**src/design/speed_pi_regulator_prescaled_top_assert.svh**
```systemverilog
// ----------------------------------------------------------------------------
// Assertion macros for the speed PI regulator
// Shared implication forms used by the regulator's checks.
// ----------------------------------------------------------------------------
`ifndef SPEED_PI_REGULATOR_PRESCALED_TOP_ASSERT_SVH
`define SPEED_PI_REGULATOR_PRESCALED_TOP_ASSERT_SVH

// Same-cycle implication, disabled while reset is low.
`define SPRP_ASSERT_IMPLY(lbl, clk, rst_n, ante, cons) \
    lbl: assert property (@(posedge clk) disable iff (!(rst_n)) (ante) |-> (cons)) \
        else $error("same-cycle implication failed");

// Next-cycle implication, disabled while reset is low.
`define SPRP_ASSERT_NEXT(lbl, clk, rst_n, ante, cons) \
    lbl: assert property (@(posedge clk) disable iff (!(rst_n)) (ante) |=> (cons)) \
        else $error("next-cycle implication failed");

`endif

```
**src/design/sprp_pkg.sv**
```systemverilog
// ----------------------------------------------------------------------------
// Speed PI regulator package
// Widths, register map, interface structs, microcode and saturation helpers.
// ----------------------------------------------------------------------------
package sprp_pkg;

    localparam int CMD_W   = 2;
    localparam int SPEED_W = 32;
    localparam int ERR_W   = 33;
    localparam int SUM_W   = 34;
    localparam int INT_W   = 48;
    localparam int GAIN_W  = 24;
    localparam int LIM_W   = 31;
    localparam int DIV_W   = 16;
    localparam int HP_W    = 32;
    localparam int KT_W    = 24;
    localparam int OPA_W   = 34;
    localparam int OPB_W   = 48;
    localparam int CHUNK_W = 24;
    localparam int PROD_W  = OPA_W + CHUNK_W;
    localparam int ACC_W   = 72;
    localparam int MAG_W   = 56;
    localparam int SMAG_W  = MAG_W + 1;
    localparam int WIDE_W  = 58;
    localparam int P_W     = 42;
    localparam int CFGI_W  = 3;
    localparam int CFGD_W  = 32;
    localparam int UPC_W   = 5;

    localparam logic [GAIN_W-1:0] PROP_GAIN_RST  = 24'd32768;
    localparam logic [GAIN_W-1:0] INTEG_GAIN_RST = 24'd983040;
    localparam logic [LIM_W-1:0]  SPEED_LIM_RST  = 31'd26214400;
    localparam logic [DIV_W-1:0]  PRESCALE_RST   = 16'd10;
    localparam logic [HP_W-1:0]   HALF_PER_RST   = 32'd2147484;
    localparam logic [KT_W-1:0]   KT_RST         = 24'd65536;

    localparam logic [ACC_W-1:0] RND32_K = 72'h80000000;
    localparam logic [ACC_W-1:0] RND16_K = 72'h8000;

    typedef enum logic [CMD_W-1:0] {
        CMD_TICK  = 2'd0,
        CMD_START = 2'd1,
        CMD_STOP  = 2'd2
    } t_cmd;

    typedef enum logic [CFGI_W-1:0] {
        REG_PROP_GAIN  = 3'd0,
        REG_INTEG_GAIN = 3'd1,
        REG_SPEED_LIM  = 3'd2,
        REG_PRESCALE   = 3'd3,
        REG_HALF_PER   = 3'd4,
        REG_KT         = 3'd5
    } t_cfg_idx;

    typedef struct packed {
        logic [GAIN_W-1:0]        prop_gain;
        logic [GAIN_W-1:0]        integ_gain;
        logic [LIM_W-1:0]         speed_limit;
        logic [DIV_W-1:0]         prescale_div;
        logic [HP_W-1:0]          half_period;
        logic signed [KT_W-1:0]   torque_to_current;
    } t_cfg;

    typedef struct packed {
        logic go;
        logic run;
        logic clr_int;
    } t_core_req;

    typedef struct packed {
        logic idle;
        logic emit;
    } t_core_stat;

    typedef enum logic [3:0] {
        OP_IDLE,
        OP_ERR,
        OP_LD_INC,
        OP_MUL,
        OP_RND32,
        OP_RND16,
        OP_INTEG,
        OP_PSAVE,
        OP_TORQ,
        OP_LD_CUR,
        OP_CUR,
        OP_EMIT
    } t_uop;

    typedef enum logic [1:0] {
        UC_NEXT,
        UC_WAIT_GO,
        UC_CHUNK,
        UC_WAIT_OUT
    } t_ucond;

    typedef logic [UPC_W-1:0] t_upc;

    typedef struct packed {
        t_uop   op;
        t_ucond cond;
        t_upc   target;
    } t_uword;

    localparam t_upc UPC_IDLE   = 5'd0;
    localparam t_upc UPC_ERR    = 5'd1;
    localparam t_upc UPC_LD_INC = 5'd2;
    localparam t_upc UPC_MUL_I  = 5'd3;
    localparam t_upc UPC_RND_I  = 5'd4;
    localparam t_upc UPC_INTEG  = 5'd5;
    localparam t_upc UPC_MUL_P  = 5'd6;
    localparam t_upc UPC_RND_P  = 5'd7;
    localparam t_upc UPC_PSAVE  = 5'd8;
    localparam t_upc UPC_MUL_K  = 5'd9;
    localparam t_upc UPC_RND_K  = 5'd10;
    localparam t_upc UPC_TORQ   = 5'd11;
    localparam t_upc UPC_LD_CUR = 5'd12;
    localparam t_upc UPC_MUL_C  = 5'd13;
    localparam t_upc UPC_RND_C  = 5'd14;
    localparam t_upc UPC_CUR    = 5'd15;
    localparam t_upc UPC_EMIT   = 5'd16;

    // Control store: one word per step of the regulator program.
    function automatic t_uword ucode_rom(input t_upc pc);
        t_uword w;
        w = '{op: OP_IDLE, cond: UC_WAIT_GO, target: UPC_EMIT};
        case (pc)
            UPC_IDLE:   w = '{op: OP_IDLE,   cond: UC_WAIT_GO,  target: UPC_EMIT};
            UPC_ERR:    w = '{op: OP_ERR,    cond: UC_NEXT,     target: UPC_IDLE};
            UPC_LD_INC: w = '{op: OP_LD_INC, cond: UC_NEXT,     target: UPC_IDLE};
            UPC_MUL_I:  w = '{op: OP_MUL,    cond: UC_CHUNK,    target: UPC_IDLE};
            UPC_RND_I:  w = '{op: OP_RND32,  cond: UC_NEXT,     target: UPC_IDLE};
            UPC_INTEG:  w = '{op: OP_INTEG,  cond: UC_NEXT,     target: UPC_IDLE};
            UPC_MUL_P:  w = '{op: OP_MUL,    cond: UC_CHUNK,    target: UPC_IDLE};
            UPC_RND_P:  w = '{op: OP_RND16,  cond: UC_NEXT,     target: UPC_IDLE};
            UPC_PSAVE:  w = '{op: OP_PSAVE,  cond: UC_NEXT,     target: UPC_IDLE};
            UPC_MUL_K:  w = '{op: OP_MUL,    cond: UC_CHUNK,    target: UPC_IDLE};
            UPC_RND_K:  w = '{op: OP_RND16,  cond: UC_NEXT,     target: UPC_IDLE};
            UPC_TORQ:   w = '{op: OP_TORQ,   cond: UC_NEXT,     target: UPC_IDLE};
            UPC_LD_CUR: w = '{op: OP_LD_CUR, cond: UC_NEXT,     target: UPC_IDLE};
            UPC_MUL_C:  w = '{op: OP_MUL,    cond: UC_CHUNK,    target: UPC_IDLE};
            UPC_RND_C:  w = '{op: OP_RND16,  cond: UC_NEXT,     target: UPC_IDLE};
            UPC_CUR:    w = '{op: OP_CUR,    cond: UC_NEXT,     target: UPC_IDLE};
            UPC_EMIT:   w = '{op: OP_EMIT,   cond: UC_WAIT_OUT, target: UPC_IDLE};
            default:    w = '{op: OP_IDLE,   cond: UC_WAIT_GO,  target: UPC_EMIT};
        endcase
        return w;
    endfunction

    function automatic logic signed [INT_W-1:0] sat48(input logic signed [WIDE_W-1:0] v);
        logic signed [INT_W-1:0] r;
        if (&v[WIDE_W-1:INT_W-1] || ~|v[WIDE_W-1:INT_W-1]) begin
            r = v[INT_W-1:0];
        end else if (v[WIDE_W-1]) begin
            r = {1'b1, {(INT_W-1){1'b0}}};
        end else begin
            r = {1'b0, {(INT_W-1){1'b1}}};
        end
        return r;
    endfunction

    function automatic logic signed [SPEED_W-1:0] sat32(input logic signed [SMAG_W-1:0] v);
        logic signed [SPEED_W-1:0] r;
        if (&v[SMAG_W-1:SPEED_W-1] || ~|v[SMAG_W-1:SPEED_W-1]) begin
            r = v[SPEED_W-1:0];
        end else if (v[SMAG_W-1]) begin
            r = {1'b1, {(SPEED_W-1){1'b0}}};
        end else begin
            r = {1'b0, {(SPEED_W-1){1'b1}}};
        end
        return r;
    endfunction

endpackage

```
**src/design/speed_pi_regulator_prescaled_top.sv**
```systemverilog
// ----------------------------------------------------------------------------
// Prescaled PI speed regulator, top level
// Every input beat yields one output beat. A tick advances the prescaler;
// an enabled tick with a pending step runs the PI chain and updates the held
// current reference. Start and stop beats set or clear enable and zero the
// integral. A tick or command that runs no step goes from the idle step
// straight to the emit step; a beat that runs a control step walks the whole
// microcode program, paced by the single shared 34x24 multiplier that forms the
// integral increment and the three gain products in turn, two passes each.
// The output register lets a new beat enter while a result still waits.
// ----------------------------------------------------------------------------
module speed_pi_regulator_prescaled_top (
    input  logic                                i_clk,
    input  logic                                i_rst_n,
    input  logic                                i_s_tvalid,
    output logic                                o_s_tready,
    input  logic [63:0]                         i_s_tdata,   // speed_ref, measured_speed
    input  logic [sprp_pkg::CMD_W-1:0]          i_s_tuser,   // cmd
    output logic                                o_m_tvalid,
    input  logic                                i_m_tready,
    output logic [71:0]                         o_m_tdata,   // current_ref, speed_error, zero pad
    output logic [0:0]                          o_m_tuser,   // updated
    input  logic                                i_cfg_valid,
    output logic                                o_cfg_ready,
    input  logic [sprp_pkg::CFGI_W-1:0]         i_cfg_index,
    input  logic [sprp_pkg::CFGD_W-1:0]         i_cfg_data
);

    sprp_pkg::t_cfg       r_cfg;
    logic                 r_enabled;
    logic [sprp_pkg::DIV_W-1:0] r_tick;
    logic                 r_pending;
    logic                 r_upd;
    logic                 r_out_valid;
    logic                 r_out_upd;
    logic signed [sprp_pkg::SPEED_W-1:0] r_out_cur;
    logic signed [sprp_pkg::ERR_W-1:0]   r_out_err;

    sprp_pkg::t_core_req  w_req;
    sprp_pkg::t_core_stat w_stat;
    sprp_pkg::t_cmd       w_cmd;
    logic                 w_accept;
    logic                 w_out_free;
    logic [sprp_pkg::DIV_W:0] w_tick_next;
    logic                 w_fire;
    logic                 w_pend_after;
    logic                 w_run;
    logic signed [sprp_pkg::SPEED_W-1:0] w_core_cur;
    logic signed [sprp_pkg::ERR_W-1:0]   w_core_err;

    assign w_cmd        = sprp_pkg::t_cmd'(i_s_tuser);
    assign o_s_tready   = w_stat.idle;
    assign w_accept     = i_s_tvalid && o_s_tready;
    assign w_out_free   = !r_out_valid || i_m_tready;
    assign w_tick_next  = {1'b0, r_tick} + 1'b1;
    assign w_fire       = (w_tick_next >= {1'b0, r_cfg.prescale_div});
    assign w_pend_after = w_fire || r_pending;
    assign w_run        = (w_cmd == sprp_pkg::CMD_TICK) && r_enabled && w_pend_after;

    assign w_req.go      = w_accept;
    assign w_req.run     = w_run;
    assign w_req.clr_int = (w_cmd == sprp_pkg::CMD_START) || (w_cmd == sprp_pkg::CMD_STOP);

    assign o_cfg_ready = 1'b1;

    always_ff @(posedge i_clk) begin
        if (!i_rst_n) begin
            r_cfg.prop_gain         <= sprp_pkg::PROP_GAIN_RST;
            r_cfg.integ_gain        <= sprp_pkg::INTEG_GAIN_RST;
            r_cfg.speed_limit       <= sprp_pkg::SPEED_LIM_RST;
            r_cfg.prescale_div      <= sprp_pkg::PRESCALE_RST;
            r_cfg.half_period       <= sprp_pkg::HALF_PER_RST;
            r_cfg.torque_to_current <= sprp_pkg::KT_RST;
        end else if (i_cfg_valid && o_cfg_ready) begin
            case (sprp_pkg::t_cfg_idx'(i_cfg_index))
                sprp_pkg::REG_PROP_GAIN:  r_cfg.prop_gain    <= i_cfg_data[sprp_pkg::GAIN_W-1:0];
                sprp_pkg::REG_INTEG_GAIN: r_cfg.integ_gain   <= i_cfg_data[sprp_pkg::GAIN_W-1:0];
                sprp_pkg::REG_SPEED_LIM:  r_cfg.speed_limit  <= i_cfg_data[sprp_pkg::LIM_W-1:0];
                sprp_pkg::REG_PRESCALE:   r_cfg.prescale_div <= i_cfg_data[sprp_pkg::DIV_W-1:0];
                sprp_pkg::REG_HALF_PER:   r_cfg.half_period  <= i_cfg_data[sprp_pkg::HP_W-1:0];
                sprp_pkg::REG_KT: begin
                    r_cfg.torque_to_current <= i_cfg_data[sprp_pkg::KT_W-1:0];
                end
                default: begin
                end
            endcase
        end
    end

    always_ff @(posedge i_clk) begin
        if (!i_rst_n) begin
            r_enabled   <= 1'b0;
            r_tick      <= '0;
            r_pending   <= 1'b0;
            r_upd       <= 1'b0;
            r_out_valid <= 1'b0;
        end else begin
            if (w_accept) begin
                r_upd <= w_run;
                case (w_cmd)
                    sprp_pkg::CMD_TICK: begin
                        r_tick    <= w_fire ? '0 : w_tick_next[sprp_pkg::DIV_W-1:0];
                        r_pending <= w_pend_after && !w_run;
                    end
                    sprp_pkg::CMD_START: begin
                        r_enabled <= 1'b1;
                    end
                    sprp_pkg::CMD_STOP: begin
                        r_enabled <= 1'b0;
                    end
                    default: begin
                    end
                endcase
            end
            if (w_stat.emit && w_out_free) begin
                r_out_valid <= 1'b1;
            end else if (i_m_tready) begin
                r_out_valid <= 1'b0;
            end
        end
    end

    always_ff @(posedge i_clk) begin
        if (w_stat.emit && w_out_free) begin
            r_out_cur <= w_core_cur;
            r_out_err <= w_core_err;
            r_out_upd <= r_upd;
        end
    end

    sprp_core u_core (
        .i_clk            (i_clk),
        .i_rst_n          (i_rst_n),
        .i_req            (w_req),
        .i_cfg            (r_cfg),
        .i_speed_ref      (i_s_tdata[31:0]),
        .i_measured_speed (i_s_tdata[63:32]),
        .i_out_free       (w_out_free),
        .o_stat           (w_stat),
        .o_current_ref    (w_core_cur),
        .o_speed_error    (w_core_err)
    );

    assign o_m_tvalid = r_out_valid;
    assign o_m_tdata  = {7'd0, r_out_err, r_out_cur};
    assign o_m_tuser  = r_out_upd;

endmodule

```
**src/design/sprp_core.sv**
```systemverilog
// ----------------------------------------------------------------------------
// Speed PI regulator core
// Microcoded sequencer driving one shared multiplier, accumulator and
// saturating adders that run the clamp, integral and gain chain.
// ----------------------------------------------------------------------------
module sprp_core (
    input  logic                                  i_clk,
    input  logic                                  i_rst_n,
    input  sprp_pkg::t_core_req                   i_req,
    input  sprp_pkg::t_cfg                        i_cfg,
    input  logic signed [sprp_pkg::SPEED_W-1:0]   i_speed_ref,
    input  logic signed [sprp_pkg::SPEED_W-1:0]   i_measured_speed,
    input  logic                                  i_out_free,
    output sprp_pkg::t_core_stat                  o_stat,
    output logic signed [sprp_pkg::SPEED_W-1:0]   o_current_ref,
    output logic signed [sprp_pkg::ERR_W-1:0]     o_speed_error
);

    sprp_pkg::t_upc   r_pc;
    sprp_pkg::t_upc   n_pc;
    logic             r_chunk;
    sprp_pkg::t_uword w_ctrl;

    logic signed [sprp_pkg::SPEED_W-1:0] r_ref;
    logic signed [sprp_pkg::SPEED_W-1:0] r_meas;
    logic signed [sprp_pkg::ERR_W-1:0]   r_err;
    logic signed [sprp_pkg::ERR_W-1:0]   r_prev;
    logic signed [sprp_pkg::INT_W-1:0]   r_int;
    logic signed [sprp_pkg::INT_W-1:0]   r_torque;
    logic signed [sprp_pkg::P_W-1:0]     r_p;
    logic signed [sprp_pkg::SPEED_W-1:0] r_held;
    logic [sprp_pkg::OPA_W-1:0]          r_opa;
    logic [sprp_pkg::OPB_W-1:0]          r_opb;
    logic                                r_neg;
    logic [sprp_pkg::ACC_W-1:0]          r_acc;
    logic [sprp_pkg::MAG_W-1:0]          r_mag;

    logic signed [sprp_pkg::ERR_W-1:0]   w_lim;
    logic signed [sprp_pkg::ERR_W-1:0]   w_nlim;
    logic signed [sprp_pkg::ERR_W-1:0]   w_ref;
    logic signed [sprp_pkg::ERR_W-1:0]   w_clamped;
    logic signed [sprp_pkg::ERR_W-1:0]   w_err;
    logic signed [sprp_pkg::SUM_W-1:0]   w_sum;
    logic [sprp_pkg::SUM_W-1:0]          w_sum_abs;
    logic [sprp_pkg::ERR_W-1:0]          w_err_abs;
    logic [sprp_pkg::INT_W-1:0]          w_int_abs;
    logic [sprp_pkg::INT_W-1:0]          w_torq_abs;
    logic [sprp_pkg::KT_W-1:0]           w_kt_abs;
    logic [sprp_pkg::CHUNK_W-1:0]        w_chunk;
    logic [sprp_pkg::PROD_W-1:0]         w_prod;
    logic [sprp_pkg::ACC_W-1:0]          w_acc_next;
    logic [sprp_pkg::ACC_W-1:0]          w_rnd_sum;
    logic [sprp_pkg::MAG_W-1:0]          w_rnd_mag;
    logic signed [sprp_pkg::SMAG_W-1:0]  w_mag_s;
    logic signed [sprp_pkg::SMAG_W-1:0]  w_smag;
    logic signed [sprp_pkg::WIDE_W-1:0]  w_int_sum;
    logic signed [sprp_pkg::WIDE_W-1:0]  w_torq_sum;

    assign w_ctrl = sprp_pkg::ucode_rom(r_pc);

    always_comb begin
        n_pc = r_pc + 1'b1;
        case (w_ctrl.cond)
            sprp_pkg::UC_NEXT: begin
                n_pc = r_pc + 1'b1;
            end
            sprp_pkg::UC_WAIT_GO: begin
                if (!i_req.go) begin
                    n_pc = r_pc;
                end else if (i_req.run) begin
                    n_pc = r_pc + 1'b1;
                end else begin
                    n_pc = w_ctrl.target;
                end
            end
            sprp_pkg::UC_CHUNK: begin
                n_pc = r_chunk ? r_pc + 1'b1 : r_pc;
            end
            sprp_pkg::UC_WAIT_OUT: begin
                n_pc = i_out_free ? w_ctrl.target : r_pc;
            end
            default: begin
                n_pc = sprp_pkg::UPC_IDLE;
            end
        endcase
    end

    assign w_lim     = {2'b00, i_cfg.speed_limit};
    assign w_nlim    = -w_lim;
    assign w_ref     = {r_ref[sprp_pkg::SPEED_W-1], r_ref};
    assign w_clamped = (w_ref > w_lim) ? w_lim : ((w_ref < w_nlim) ? w_nlim : w_ref);
    assign w_err     = w_clamped - {r_meas[sprp_pkg::SPEED_W-1], r_meas};

    assign w_sum      = {r_err[sprp_pkg::ERR_W-1], r_err} + {r_prev[sprp_pkg::ERR_W-1], r_prev};
    assign w_sum_abs  = w_sum[sprp_pkg::SUM_W-1] ? -w_sum : w_sum;
    assign w_err_abs  = r_err[sprp_pkg::ERR_W-1] ? -r_err : r_err;
    assign w_int_abs  = r_int[sprp_pkg::INT_W-1] ? -r_int : r_int;
    assign w_torq_abs = r_torque[sprp_pkg::INT_W-1] ? -r_torque : r_torque;
    assign w_kt_abs   = i_cfg.torque_to_current[sprp_pkg::KT_W-1] ?
                        -i_cfg.torque_to_current : i_cfg.torque_to_current;

    // The upper half of the second operand goes first, then the lower half.
    assign w_chunk    = r_chunk ? r_opb[sprp_pkg::CHUNK_W-1:0]
                                : r_opb[sprp_pkg::OPB_W-1:sprp_pkg::CHUNK_W];
    assign w_prod     = r_opa * w_chunk;
    assign w_acc_next = r_chunk ?
        ({r_acc[sprp_pkg::ACC_W-sprp_pkg::CHUNK_W-1:0], {sprp_pkg::CHUNK_W{1'b0}}} +
         {{(sprp_pkg::ACC_W-sprp_pkg::PROD_W){1'b0}}, w_prod}) :
        {{(sprp_pkg::ACC_W-sprp_pkg::PROD_W){1'b0}}, w_prod};

    assign w_rnd_sum = r_acc + ((w_ctrl.op == sprp_pkg::OP_RND32) ?
                                sprp_pkg::RND32_K : sprp_pkg::RND16_K);
    assign w_rnd_mag = (w_ctrl.op == sprp_pkg::OP_RND32) ?
                       {16'd0, w_rnd_sum[sprp_pkg::ACC_W-1:32]} :
                       w_rnd_sum[sprp_pkg::ACC_W-1:16];

    assign w_mag_s    = {1'b0, r_mag};
    assign w_smag     = r_neg ? -w_mag_s : w_mag_s;
    assign w_int_sum  = {{(sprp_pkg::WIDE_W-sprp_pkg::INT_W){r_int[sprp_pkg::INT_W-1]}}, r_int} +
                        {w_smag[sprp_pkg::SMAG_W-1], w_smag};
    assign w_torq_sum = {{(sprp_pkg::WIDE_W-sprp_pkg::P_W){r_p[sprp_pkg::P_W-1]}}, r_p} +
                        {w_smag[sprp_pkg::SMAG_W-1], w_smag};

    always_ff @(posedge i_clk) begin
        if (!i_rst_n) begin
            r_pc    <= sprp_pkg::UPC_IDLE;
            r_chunk <= 1'b0;
            r_int   <= '0;
            r_prev  <= '0;
            r_held  <= '0;
        end else begin
            r_pc    <= n_pc;
            r_chunk <= (w_ctrl.op == sprp_pkg::OP_MUL) ? ~r_chunk : 1'b0;
            if (w_ctrl.op == sprp_pkg::OP_IDLE && i_req.go && i_req.clr_int) begin
                r_int <= '0;
            end else if (w_ctrl.op == sprp_pkg::OP_INTEG) begin
                r_int  <= sprp_pkg::sat48(w_int_sum);
                r_prev <= r_err;
            end
            if (w_ctrl.op == sprp_pkg::OP_CUR) begin
                r_held <= sprp_pkg::sat32(w_smag);
            end
        end
    end

    always_ff @(posedge i_clk) begin
        case (w_ctrl.op)
            sprp_pkg::OP_IDLE: begin
                if (i_req.go) begin
                    r_ref  <= i_speed_ref;
                    r_meas <= i_measured_speed;
                end
            end
            sprp_pkg::OP_ERR: begin
                r_err <= w_err;
            end
            sprp_pkg::OP_LD_INC: begin
                r_opa <= w_sum_abs;
                r_opb <= {16'd0, i_cfg.half_period};
                r_neg <= w_sum[sprp_pkg::SUM_W-1];
            end
            sprp_pkg::OP_MUL: begin
                r_acc <= w_acc_next;
            end
            sprp_pkg::OP_RND32, sprp_pkg::OP_RND16: begin
                r_mag <= w_rnd_mag;
            end
            sprp_pkg::OP_INTEG: begin
                r_opa <= {10'd0, i_cfg.prop_gain};
                r_opb <= {15'd0, w_err_abs};
                r_neg <= r_err[sprp_pkg::ERR_W-1];
            end
            sprp_pkg::OP_PSAVE: begin
                r_p   <= w_smag[sprp_pkg::P_W-1:0];
                r_opa <= {10'd0, i_cfg.integ_gain};
                r_opb <= w_int_abs;
                r_neg <= r_int[sprp_pkg::INT_W-1];
            end
            sprp_pkg::OP_TORQ: begin
                r_torque <= sprp_pkg::sat48(w_torq_sum);
            end
            sprp_pkg::OP_LD_CUR: begin
                r_opa <= {10'd0, w_kt_abs};
                r_opb <= w_torq_abs;
                r_neg <= i_cfg.torque_to_current[sprp_pkg::KT_W-1] ^
                         r_torque[sprp_pkg::INT_W-1];
            end
            default: begin
            end
        endcase
    end

    assign o_stat.idle    = (w_ctrl.op == sprp_pkg::OP_IDLE);
    assign o_stat.emit    = (w_ctrl.op == sprp_pkg::OP_EMIT);
    assign o_current_ref  = r_held;
    assign o_speed_error  = r_prev;

`include "speed_pi_regulator_prescaled_top_assert.svh"

    `SPRP_ASSERT_IMPLY(a_chunk_in_mul, i_clk, i_rst_n, r_chunk, w_ctrl.op == sprp_pkg::OP_MUL)
    `SPRP_ASSERT_IMPLY(a_inc_fits, i_clk, i_rst_n, w_ctrl.op == sprp_pkg::OP_INTEG, r_mag[sprp_pkg::MAG_W-1:sprp_pkg::SUM_W] == '0)
    `SPRP_ASSERT_NEXT(a_run_starts, i_clk, i_rst_n, o_stat.idle && i_req.go && i_req.run, r_pc == sprp_pkg::UPC_ERR)
    `SPRP_ASSERT_NEXT(a_emit_leaves, i_clk, i_rst_n, o_stat.emit && i_out_free, r_pc == sprp_pkg::UPC_IDLE)

endmodule
```
**config.mk**
```make
export PLATFORM = sky130hd
export DESIGN_NAME = speed_pi_regulator_prescaled_top
export DESIGN_NICKNAME = d
export VERILOG_FILES = /design/src/design/sprp_pkg.sv /design/src/design/speed_pi_regulator_prescaled_top.sv /design/src/design/sprp_core.sv
export VERILOG_INCLUDE_DIRS = /design/src /design/src/design
export SDC_FILE = /design/constraint.sdc
export NUM_CORES = 2
export LEC_CHECK = 0
export BUFFER_PORTS_ARGS = -buffer_cell sky130_fd_sc_hd__buf_2
export CAP_MARGIN = 20
export CORE_ASPECT_RATIO = 2
export CORE_MARGIN = 2
export CORE_UTILIZATION = 50
export DETAILED_ROUTE_END_ITERATION = 6
export PLACE_DENSITY = 0.63
export REMOVE_ABC_BUFFERS = 1
export SLEW_MARGIN = 40
export SYNTH_ARGS = -nofsm -noshare
export SYNTH_HDL_FRONTEND = slang
export SYNTH_SLANG_ARGS = --single-unit
```
**constraint.sdc**
```tcl
create_clock -name i_clk -period 14.2 [get_ports i_clk]
set_clock_uncertainty 0.2 [all_clocks]
set_input_delay 2.13 -clock i_clk [delete_from_list [all_inputs] [get_ports i_clk]]
set_output_delay 2.13 -clock i_clk [all_outputs]
set_load 0.1 [all_outputs]
```
==> flow_metrics.py <==
metrics = {
    "sta": {
        "fmax_ghz": 0.0804,
        "hold_viol": 0,
        "finalCriticalPeriod_ns": 12.44,
        "finalSetupViolCount": 0,
        "fin_setup_tns_ns": 0,
        "worst_slew_pin_slew_ns": 0.930,
        "post-route-period-util_pct": 87.6,
        "slew_viol_final": 0,
        "max_slew_margin_pct": 37.7,
        "rsz0062_at_grt": "false",
    },
    "clock_tree": {
        "cts_buffer_depth": 3,
        "cts-resized-gates": 0,
        "cts.sinks": 761,
        "tritoncts": "built",
        "post_cts_buffers": 0,
        "root_buffer": "clkbuf_16",
        "numCtsBuffers": 75,
        "clk_pin_slew_worst_paths_ns": 0.07,
        "h-tree-depth": 3,
        "cts-hold-fix-buffers": 0,
        "worstSkewPairLatency_ns": 0.72,
    },
    "global_routing": {
        "grt_first_pass_wirelength_um": 394000,
        "antenna_found_initial": 12,
        "grt_overflow": 0,
        "grt_max_degree": 91,
        "grt_use_total_pct": 34.3,
        "grt_pass1_vias": 65200,
    },
    "worst_setup_path": {
        "cp_common_cell": "fa_1",
        "rr_worst_depth": 38,
        "reg2reg_slack_ns": 1.76,
        "critPathLaunchType": "flop",
        "cp_slowest_stage_delay_ns": 0.80,
        "crit_fanout": 41,
        "crit_start": "u_core.r_chunk",
        "timing.rr.end": "u_core.r_acc[69]",
        "cp_data_required_time_ns": 14.40,
        "critPathArrivalTime_ns": 12.64,
        "crit_end": "u_core.r_acc[69]",
        "cp-end-kind": "flop",
        "crit_type": "reg -> reg",
        "reg2reg_from": "u_core.r_chunk",
        "cp.depth": 38,
        "cp_top_family": "adder cells",
        "crit_buf_inv": 4,
        "crit_slowest_cell": "mux2_2",
    },
    "logic_synthesis": {
        "synth_warnings": 0,
        "syn_inst": 8339,
        "postSynth.asyncResetShare_pct": 0,
        "synthFlopType": "edfxtp_1",
        "synth_edf_count": 464,
        "synth.avg_cell_area_sq_um": 8.97,
        "synth_area_leaders": "fa_1 (19%), edfxtp_1 (19%), ha_1 (8.3%)",
        "synth_top_area_share_pct": 18.9,
        "syn_area_sq_um": 74800,
        "ys_types": 94,
        "ys_seq_area_share_pct": 26.6,
        "synth_largest_area_cell": "fa_1",
        "synth_seq_cells": 761,
    },
    "floorplanning": {
        "core_sq_um": 148000,
        "start_util_pct": 50.4,
        "row_count": 200,
        "die_y_um": 551,
        "die_w_um": 278,
        "io_pins": 182,
        "die-area_sq_um": 153000,
    },
    "routing": {
        "dr_total_vias": 61700,
        "drc": 0,
        "drtIter0Drc": 4517,
        "vias_per_cell": 6.01,
        "wire_per_inst_um": 25.5,
        "first_pass_iters": 6,
        "antenna_left": 0,
        "wirelength_um": 262000,
    },
    "finish": {
        "fillCellCount": 13700,
        "layout_common_cells": "nand2_1 (1136), inv_1 (935), fa_1 (707)",
        "syn2layout_area_growth_pct": 7.59,
        "layout.nets": 9590,
        "final_layout_size_suffix_gt1_share_pct": 6.74,
        "final_common_cell": "nand2_1",
    },
    "run_status": {
        "status": "completed",
    },
    "place": {
        "place_hpwl_um": 204000,
        "gp_congestion": 1.08,
        "port_buffers": 173,
    },
    "flow_run": {
        "cap_viol_max_count": 0,
    },
    "min_path": {
        "worstHoldPathType": "reg -> reg",
    },
}
-- state kept, by name (all words and copies together) (netlist names), 5 cells and up --
register and cells:
r_out_err 33, r_tick 16, u_core.r_opa 34, u_core.r_err 33, r_cfg 151, u_core.r_meas 32
u_core.r_acc 72, u_core.o_speed_error 33, r_out_cur 32, u_core.r_int 48, u_core.w_ctrl 7, u_core.o_current_ref 32
u_core.r_pc 5, u_core.r_torque 48, u_core.r_opb 48, u_core.r_mag 56, u_core.r_p 42, u_core.r_ref 32
-- Yosys cell counts, types with 11 or more instances --
master	instances
o31ai_1	77
buf_1	24
o22ai_1	48
and2_1	292
nand3_1	127
xor2_1	245
nand2_1	1140
fa_1	707
a211oi_1	50
o21ai_0	331
o41ai_1	35
dfxtp_1	297
o21bai_1	50
a222oi_1	29
a21o_1	216
mux2i_1	47
clkbuf_1	383
or3_1	52
nor2_1	412
nor2b_1	156
nor4_1	32
mux2_2	47
a221oi_1	11
o41a_1	31
nand4_1	95
ha_1	499
or4_1	37
nor3_1	165
o21a_1	39
o211ai_1	21
edfxtp_1	464
or2_2	23
a21oi_1	553
inv_1	935
a31oi_1	25
xnor2_1	340
and3_1	48
nand2b_1	53
and4_1	12
-- how the worst min path moves through the flow --
stage,start,end,cells after the start
floorplan,u_core.o_current_ref[31],r_out_cur[31],0
global placement,u_core.o_current_ref[26],r_out_cur[26],0
detailed placement,u_core.o_current_ref[26],r_out_cur[26],0
CTS,u_core.o_current_ref[16],r_out_cur[16],0
global route,u_core.o_current_ref[22],r_out_cur[22],0
finish,u_core.o_current_ref[22],r_out_cur[22],0
-- cell families (layout without fill, tap and decap cells) --
group	Yosys count	after routing	synth area share (%)
compound gates	1639	1639	13.9
xor+xnor	585	585	6.85
fa+ha+maj	1206	1206	27.3
buf+inv	1362	1358	6.91
flops	761	761	26.6
mux	94	94	1.34
other cells	2	12	0.0100
simple gates	2690	2690	17.1
-- routing by layer --
metal | GRT usage [%] | vias up | part of all wire, %
met4 | 27.6 | 6 | 9.4
met3 | 4.62 | 918 | 5.4
met2 | 62.6 | 2298 | 52
met5 | 0 | - | 0.014
met1 | 35.0 | 30500 | 34
li1 | - | 27900 | -
-- worst reg2reg max path: cells and delay by family, from the launching register on --
family          cells  cell delay (ns)
flops               1             0.64
buf+inv             4             0.76
simple gates        8             1.62
xor+xnor            2             0.33
compound gates     14             3.30
mux                 1             0.84
fa+ha+maj           9             4.45
-- layout make-up --
cell class	instances	area [sq um]	share of cell area (%)
multi-input cells	6222	50400	62.6
flip-flops and latches	761	19900	24.7
inverters	939	3530	4.38
well taps	1919	2400	2.98
clock buffers	97	2020	2.51
repair buffers	279	1730	2.15
clock inverters	43	538	0.668
diodes	4	10.0	0.0124
-- metrics by stage --
step / cell area [sq um] / cells / worst slack (ns) / utilization (%) / hold slack [ns]
after global placement: 77400 / 10100 / 1.94 / 52.2 / 0.213
final: 80500 / 10300 / 1.76 / 54.2 / 0.231
after global routing: 80500 / 10300 / 1.06 / 54.2 / 0.244
after floorplan: 73200 / 7922 / 1.90 / - / 0.202
after CTS: 80400 / 10300 / 1.82 / 54.2 / 0.231
after detailed placement: 77800 / 10100 / 1.86 / 52.5 / 0.216
Power is left out: the tool's default activity adds up to more than one toggle a clock period on the data nets, which glitch-free logic cannot reach.
